[config.mk]
export PLATFORM = sky130hd
export DESIGN_NAME = spd_mac
export DESIGN_NICKNAME = d
export VERILOG_FILES = /design/src/rtl/spd_pkg.sv /design/src/rtl/spd_mac.sv
export SDC_FILE = /design/constraint.sdc
export NUM_CORES = 1
export LEC_CHECK = 0
export BUFFER_PORTS_ARGS = -buffer_cell sky130_fd_sc_hd__buf_4
export CORE_MARGIN = 2
export CORE_UTILIZATION = 55
export CTS_CLUSTER_SIZE = 16
export DETAILED_ROUTE_END_ITERATION = 10
export PLACE_DENSITY = 0.77
export SETUP_SLACK_MARGIN = 0.3
export SYNTH_ARGS = -nofsm -noshare
export SYNTH_HDL_FRONTEND = slang
export SYNTH_SLANG_ARGS = --single-unit
[constraint.sdc]
create_clock -name clk -period 5.7 [get_ports clk]
set_input_delay 0.57 -clock clk [delete_from_list [all_inputs] [get_ports clk]]
set_output_delay 0.57 -clock clk [all_outputs]
set_load 0.005 [all_outputs]
[src/rtl/spd_pkg.sv]
package spd_pkg;

    localparam int SAMPLE_W       = 24;
    localparam int FRAC_W         = 8;
    localparam int FRAC_ONE       = 256;
    localparam int MIX_SHIFT      = 15;
    localparam int COEF_W         = 17;
    localparam int ACC_W          = SAMPLE_W + COEF_W + 1;
    localparam int CFG_IDX_W      = 3;
    localparam int CFG_DATA_W     = 24;
    localparam int LINE_DEPTH_DEF = 65536;

    // Configuration register indexes
    localparam logic [CFG_IDX_W-1:0] CFG_ENABLE    = 3'd0;
    localparam logic [CFG_IDX_W-1:0] CFG_PING_PONG = 3'd1;
    localparam logic [CFG_IDX_W-1:0] CFG_DELAY     = 3'd2;
    localparam logic [CFG_IDX_W-1:0] CFG_FEEDBACK  = 3'd3;
    localparam logic [CFG_IDX_W-1:0] CFG_WET       = 3'd4;

    localparam logic [23:0] DELAY_RESET = 24'd256;
    localparam logic [15:0] WET_ONE     = 16'd32768;

    localparam logic signed [ACC_W-1:0] SAT_HI = 42'sd8388607;
    localparam logic signed [ACC_W-1:0] SAT_LO = -42'sd8388608;

    // Shift selection for the result scaler
    localparam logic SHIFT_FRAC = 1'b0;
    localparam logic SHIFT_GAIN = 1'b1;

    typedef enum logic [3:0] {
        ST_CLEAR,
        ST_IDLE,
        ST_CLAMP,
        ST_SPAN,
        ST_WRAP,
        ST_RD0,
        ST_RD1,
        ST_RD2,
        ST_MAC,
        ST_WRITE,
        ST_DONE
    } state_t;

    typedef struct packed {
        logic                       valid;
        logic                       first;
        logic signed [ACC_W-1:0]    base;
        logic signed [SAMPLE_W-1:0] a;
        logic [COEF_W-1:0]          b;
    } mac_op_t;

    // Floor shift by the fraction or gain width, then clip to 24 bits
    function automatic logic signed [SAMPLE_W-1:0] shift_sat(
        input logic signed [ACC_W-1:0] v,
        input logic                    by_gain
    );
        logic signed [ACC_W-1:0] s;
        s = by_gain ? (v >>> MIX_SHIFT) : (v >>> FRAC_W);
        if (s > SAT_HI)
        begin
            s = SAT_HI;
        end
        else if (s < SAT_LO)
        begin
            s = SAT_LO;
        end
        return s[SAMPLE_W-1:0];
    endfunction

endpackage

[src/rtl/spd_mac.sv]
module spd_mac (
    input  logic                                clk,
    input  logic                                rst_n,
    input  spd_pkg::mac_op_t                    op,
    output logic signed [spd_pkg::ACC_W-1:0]    acc
);

    logic                                   vld_reg;
    logic                                   first_reg;
    logic signed [spd_pkg::ACC_W-1:0]       prod_reg;
    logic signed [spd_pkg::ACC_W-1:0]       base_reg;
    logic signed [spd_pkg::ACC_W-1:0]       acc_reg;
    logic signed [spd_pkg::ACC_W-1:0]       prod_next;
    logic signed [spd_pkg::ACC_W-1:0]       acc_next;

    // Stage one: multiply; stage two: add to the running sum or to a fresh base
    always_comb
    begin
        prod_next = op.a * $signed({1'b0, op.b});
        acc_next  = (first_reg ? base_reg : acc_reg) + prod_reg;
    end

    always_ff @(posedge clk or negedge rst_n)
    begin
        if (!rst_n)
        begin
            vld_reg <= 1'b0;
        end
        else
        begin
            vld_reg <= op.valid;
        end
    end

    always_ff @(posedge clk)
    begin
        if (op.valid)
        begin
            prod_reg  <= prod_next;
            base_reg  <= op.base;
            first_reg <= op.first;
        end
        if (vld_reg)
        begin
            acc_reg <= acc_next;
        end
    end

    assign acc = acc_reg;

endmodule

# Word-level counts from Yosys, hierarchy flattened
# Index checks and enable logic that the tools add are counted.
dict set report totals {
  ff_bits 128
  latch_bits 0
  mem_bits_rw 0
  romBits 0
  in_bits 87
  output_inout_bits 42
  elab_cells 8
  n_memories 0
}
dict set report op_classes {
  n_addsub 1
  multipliers 1
  n_div 0
  magnitude_cmp 0
  eq_ne 0
  shifts 0
  muxes 1
  bitwise 0
  n_reduce_logical 0
}
# op count
set ops {}
lappend ops {{42-bit adder} 1}
lappend ops {{24-bit by 18-bit multiplier with 42-bit output} 1}
lappend ops {{42-bit two-way mux} 1}

# Depth between registers and ports, before layout
# Gate-level depths: netlist (run 1).
dict set report depth {
  word_depth 2
  mapped_depth 24
}

# Worst setup path after synthesis (run 1)
# OpenSTA, ideal clock, no wires.
dict set report synth_path {
  path_kind {input to register}
  startpoint {in op[40] in the netlist's numbering}
  endpoint {reg prod_reg[41] in the netlist's numbering, data pin}
  setup_ns 0.135
  arrival_time_ns 6.490
  t_required_ns 5.565
  slack_ns -0.925
  cell_stages 24
  path_cell_list {clkbuf_1 -> nand2_1 -> inv_1 -> fa_1 -> inv_1 -> fa_1 -> inv_1 -> fa_1 -> fa_1 -> fa_1 -> inv_1 -> fa_1 -> inv_1 -> ha_1 -> buf_6 -> a21o_1 -> a21oi_1 -> nor2_1 -> or4_4 -> a221o_1 -> a2111oi_4 -> nor4_2 -> or3_1 -> nand3_1}
}
dict set report synth_via {
  elab_chain_cells 1
}
# element line
set synth_lines {}
lappend synth_lines {{start: declaration} spd_mac.sv:4} ;# input spd_pkg::mac_op_t op,
lappend synth_lines {{24-bit by 18-bit multiplier with 42-bit output} spd_mac.sv:19} ;# prod_next = op.a * $signed({1'b0, op.b});
lappend synth_lines {{via prod_next, one bit} spd_mac.sv:13} ;# logic signed [spd_pkg::ACC_W-1:0] prod_next;
lappend synth_lines {{end signal: assignment} spd_mac.sv:39} ;# prod_reg <= prod_next;
lappend synth_lines {{end: declaration} spd_mac.sv:10} ;# logic signed [spd_pkg::ACC_W-1:0] prod_reg;
# The timed path passes the listed nets, and every way through them passes these cells.
# A chain may end at the register's enable or synchronous reset.

# Final worst setup path (run 1)
dict set report layout_path {
  startpoint {in op[4] in the netlist's numbering}
  endpoint {reg prod_reg[40] in the netlist's numbering, data pin}
}
# Same word-level chain as after synthesis.

==> metrics.md, run 1 <==
| Metric | Value |
|---|---|
| Outcome | finished, violations left |
| Violated checks | negative setup slack |
| Ys Warns | 0 |
| Width of the chip | 201 um |
| CP Max Fanout | 7 |
| Fin worst setup slack | -0.389 ns |
| Clock transition at path regs | 0.06 ns |
| Startpoint Class | input port |
| Post-Syn Instances | 2184 |
| Sequential area share after synthesis | 17.9% |
| Top_reg_cell synth | edfxtp_1 |
| Rel. slew slack | 28.6% |
| Number of antenna diodes | 0 |
| Post-route cell area | 0.0260 mm^2 |
| Initial Util | 55.5% |
| CTS tree | done |
| Final Hold Fails | 0 |
| Async S/R FF share, synth | 0.781% |
| Global-route wire length before repair | 89000 um |
| Max Fclk | 164 MHz |
| Drt initial violations | approximately 900 |
| Net Count, Synth | ~2.8k |
| # rows | 72 |
| Worst slew pin tran | around 1.1 ns |
| Pins Over Slew Limit | 0 |
| Commonest non-fill, non-tap cell in the layout | inv_1 |
| Crit path time final | 6.09 ns |
| Distinct cells, synth | 65 |
| Max Cap Violations | 0 |
| Post-detail-place hpwl | 44600 um |
| Largest net degree at the start of global routing | 87 |
| Most frequent cells in the layout | 472 x inv_1, 385 x fa_1, 340 x buf_4 |
| Total die area | between 0.04 and 0.05 mm^2 |
| Num CTS Buffers | 17 |
| CP endpoint kind | register |
| DR WL/cell | 17.7 um |
| Grt ovf | 0 |
| Vias in the first global route | about 17k |
| GR Util All Layers | 27.5% |
| Hold crit path type | in -> reg |
| Synthesis-stage register bit count | ~130 |
| H-tree Lvls | 4 |
| Number of synthesized flops with an enable pin | ~130 |
| Avg Inst Size Synth | 9.80 um^2 |
| Placed Area | 0.0246 mm^2 |
| Routed vias/inst | between 5 and 6 |
| CP Class | in -> reg |
| GPL Wtd Cong | 0.928 |
| ANT nets after route | 0 |
| Synthesized cell area | approximately 0.021 mm^2 |
| Ports | 129 |
| Filler Cell Count | 2923 |
| Clk sinks | around 130 |
| Final wirelength | between 50000 and 60000 um |
| Critical Path RT | 5.84 ns |
| Die Y | between 200 and 250 um |
| Layout area overhead | 21.3% |
| Via count | 16.1k |
| Number of buffers added on ports | 128 |
| DR DRC count | 0 |
| Initial antenna violation count | 0 |
| Fin nets | around 3.1k |
| Total core area | ~0.039 mm^2 |
| Clk root buf | clkbuf_16 |
| Share of layout cells above drive strength 1 | 22.9% |
| Worst-Skew Late Latency | 0.42 ns |
| CTS max path bufs | 2 |
| TritonRoute pass-1 iters | 6 |
| Period utilization | 107% |
| Worst path arrival time | 6.23 ns |
| Worst Skew | 0.0110 ns |
| Setup violators final | 16 |
| RSZ-0062 raised after global routing | yes |
final timing paths:
path                              from           end  slack [ns]  cells past startpoint
max in group asynchronous        rst_n       vld_reg        5.14                      2
max                              op[4]  prod_reg[40]       -0.39                     24
min reg2reg                prod_reg[0]        acc[0]        0.63                      1
min                             op[48]   base_reg[7]        0.33                      1
min in group asynchronous        rst_n       vld_reg        0.47                      2
max reg2reg                  first_reg       acc[41]        1.39                     12
what timing repair did:
action                                  CTS  global route
resized for setup                       105            42
gates cloned                              1             0
endpoints found under the setup margin   23            26
buffers inserted                         12            12
hold buffers                              1             0
hold endpoints to repair                  1             0
pin swaps                                73            50
final cells by class:
| cell class | count | area, um^2 | area share (%) |
|---|---|---|---|
| clock buffers | 17 | 425 | 1.64 |
| clock inverters | 15 | 146 | 0.564 |
| multi-input cells | 1490 | 16000 | 61.8 |
| well taps | 518 | 648 | 2.50 |
| flip-flops and latches | 128 | 3840 | 14.8 |
| inverters | 489 | 1840 | 7.07 |
| repair buffers | 377 | 3030 | 11.7 |
kinds of logic (layout without fill, tap and decap cells):
family                   count (synthesis)  count (layout)  synth area share (%)
multiplexers                            44              44                  2.29
adder cells (fa/ha/maj)                545             545                  46.0
buffers and inverters                  566             898                  9.96
AND/OR/NAND/NOR                        589             589                  13.6
flip-flops                             128             128                  17.9
XOR/XNOR                                70              70                  2.86
AO/OA/AOI/OAI                          242             242                  7.40
critical path, cell delays in order:
cell and delay (ns):
buf_6 0.10, buf_8 0.14, buf_12 0.14, buf_6 0.11, and2_4 0.13, fa_1 0.52
inv_2 0.05, fa_1 0.54, inv_2 0.04, fa_2 0.53, fa_2 0.45, fa_1 0.57
fa_1 0.47, ha_4 0.32, buf_6 0.11, nand2_2 0.05, o21bai_1 0.22, a31o_1 0.23
nor3_2 0.06, a211o_1 0.29, a21o_1 0.21, nand3_2 0.12, a21o_1 0.18, o311ai_4 0.10
layer usage:
metal | vias up | share of wire, % | global-route usage (%)
met3 | 92 | 6.6 | 4.11
met4 | 0 | 2.6 | 8.09
li1 | 7409 | - | -
met5 | - | 0 | 0
met1 | 8061 | 44 | 37.9
met2 | 585 | 47 | 45.5
metrics by stage:
| step | setup TNS [ns] | std cells | hold WS, ns | util, % | worst slack, ns |
|---|---|---|---|---|---|
| floorplan | -3.67 | 2184 | 0.274 | - | -0.633 |
| global placement | -13.27 | 2976 | 0.348 | 63.7 | -0.819 |
| detailed placement | -16.27 | 2976 | 0.348 | 63.7 | -0.955 |
| CTS | -2.01 | 3022 | 0.309 | 66.6 | -0.284 |
| global route | -6.62 | 3034 | 0.315 | 67.3 | -0.502 |
| finish | -4.04 | 3034 | 0.327 | 67.3 | -0.389 |
synth_stat cells (all sizes together) (31+ instances only):
cell type	number	area share (%)
ha	143	8.4
inv	488	8.6
nand2	255	4.5
o21ai	31	0.72
fa	402	38
nor2	47	0.82
and2	199	5.8
edfxtp	127	18
xnor2	56	2.3
mux2	40	2.1
clkbuf	76	1.3
a21oi	86	2.0
a21o	36	1.3
Power of run 1 is not shown: default switching activity piles up to over one toggle a cycle in this logic, so the estimate is an artifact.
==> run 2, diff against run 1 <==
BUFFER_PORTS_ARGS = -buffer_cell sky130_fd_sc_hd__buf_2   (was -buffer_cell sky130_fd_sc_hd__buf_4)
==> metrics.md, run 2 (synthesis gave the netlist of run 1 again) <==
| Metric | Value |
|---|---|
| Num CTS Buffers | 17 |
| Startpoint Class | input port |
| Largest net degree at the start of global routing | 87 |
| Layout area overhead | 21.4% |
| Max Cap Violations | 0 |
| Share of layout cells above drive strength 1 | 23.4% |
| CP Class | in -> reg |
| Worst-Skew Late Latency | 0.41 ns |
| GR Util All Layers | 27.3% |
| Pins Over Slew Limit | 0 |
| Grt ovf | 0 |
| CTS tree | done |
| Setup WS pre-CTS | -0.938 ns |
| Total negative slack | -5.22 ns |
| Critical Path RT | ~6 ns |
| Vias in the first global route | 17.8k |
| Final Hold Fails | 0 |
| Die Y | 201 um |
| # rows | 72 |
| TritonRoute pass-1 iters | 5 |
| DR WL/cell | around 17 um |
| Fin nets | 3162 |
| Fin worst setup slack | -0.405 ns |
| Global-route wire length before repair | 88600 um |
| Final wirelength | between 50000 and 60000 um |
| GPL Wtd Cong | just over 0.9 |
| Routed vias/inst | 5.31 |
| Clk sinks | between 100 and 150 |
| Most common cell on crit path | fa_1 |
| Total core area | 0.0386 mm^2 |
| Crit path cell chain | buf_8 -> bufbuf_16 -> and2_4 -> fa_2 -> inv_2 -> fa_2 -> fa_1 -> inv_2 -> fa_1 -> fa_1 -> inv_1 -> fa_1 -> inv_2 -> ha_4 -> nand4_1 -> buf_4 -> nor3_2 -> a31oi_1 -> buf_4 -> a211o_4 -> a21o_1 -> nand3_2 -> nand2_2 -> o311ai_1 |
| Via count | approximately 16k |
| Clk root buf | clkbuf_16 |
| Hold crit path type | in -> reg |
| Post-route insts no fill | roughly 3.1k |
| CP endpoint kind | register |
| Most frequent cells in the layout | 476 x inv_1, 382 x fa_1, 247 x nand2_1 |
| Number of antenna diodes | 0 |
| ANT nets after route | 0 |
| H-tree Lvls | 4 |
| Final hold slack | 0.331 ns |
| Max Fclk | roughly 160 MHz |
| Crit path time final | 6.11 ns |
| Rel. slew slack | 29.4% |
| Violated checks | negative setup slack |
| Total die area | roughly 0.041 mm^2 |
| Commonest non-fill, non-tap cell in the layout | inv_1 |
| Drt initial violations | 1067 |
| Worst slew pin tran | ~1.1 ns |
| Period utilization | 107% |
| CP Max Fanout | 5 |
| Dpl cells | between 2k and 3k |
| Worst path arrival time | 6.34 ns |
| Worst Skew | 0.00725 ns |
| Setup violators final | 22 |
| Number of buffers added on ports | 128 |
| Critical-path top delay cell | fa_1 |
| DR DRC count | 0 |
| Outcome | finished, violations left |
| Initial Util | 55.5% |
| RSZ-0062 raised after global routing | yes |
| Ports | 129 |
| Initial antenna violation count | 0 |
| Clock transition at path regs | 0.06 ns |
| Post-detail-place hpwl | ~44000 um |
| CTS max path bufs | 2 |
| Slowest stage delay, CP | approximately 0.57 ns |
| Width of the chip | 201 um |
[run 2: cell count changes in the layout (fill, tap and decap cells not counted), moves of 4 or more]
cell   delta
inv_2     -4
buf_4   -103
buf_6    +15
ha_1      +5
buf_2   +105
buf_8     +5
inv_1     +4
[run 2: layer usage]
metal | track usage [%] | share of wire [%]
met1 | 36.7 | 43
met5 | 0 | 0
met2 | 45.4 | 47
met3 | 4.83 | 7.4
met4 | 8.61 | 2.9
[run 2: metrics by stage]
step                      utilization, %  instance area (um^2)
after CTS                           66.8                 25700
after global placement              63.0                 24300
after floorplan                        -                 21700
final                               67.4                 26000
after detailed placement            63.0                 24300
after global routing                67.4                 26000
[run 2: repair_timing]
item | 4_1_cts | 5_1_grt
endpoints found under the setup margin | 23 | 27
pin swaps | 48 | 35
endpoints found under the hold margin | 1 | 0
hold buffers | 1 | 0
buffers inserted | 39 | 8
resized for setup | 125 | 53
gates cloned | 3 | 0
[run 2: final timing paths]
| check | start | cells past startpoint | endpoint | slack [ns] |
|---|---|---|---|---|
| setup / recovery | op[7] | 24 | prod_reg[40] | -0.41 |
| hold / removal | op[66] | 1 | base_reg[25] | 0.33 |
| setup reg to reg | first_reg | 12 | acc[41] | 1.51 |
| hold reg to reg | prod_reg[0] | 1 | acc[0] | 0.63 |
| max in group asynchronous | rst_n | 2 | vld_reg | 5.14 |
| min in group asynchronous | rst_n | 2 | vld_reg | 0.47 |
[run 2: area by class of cell]
cell class	count	area (um^2)
Sequential cell	128	3840
Multi-Input combinational cell	1490	15900
Inverter	489	1840
Clock buffer	18	429
Tap cell	518	648
Timing Repair Buffer	404	3140
Clock inverter	14	166
Fill cell	2839	12600
[run 2: critical path: cells and delay by family]
family / cells / cell delay [ns]
buf+inv: 8 / 0.97
simple gates: 5 / 0.67
fa+ha+maj: 7 / 3.27
compound gates: 4 / 0.87
Power of run 2 is left out for the same reason.
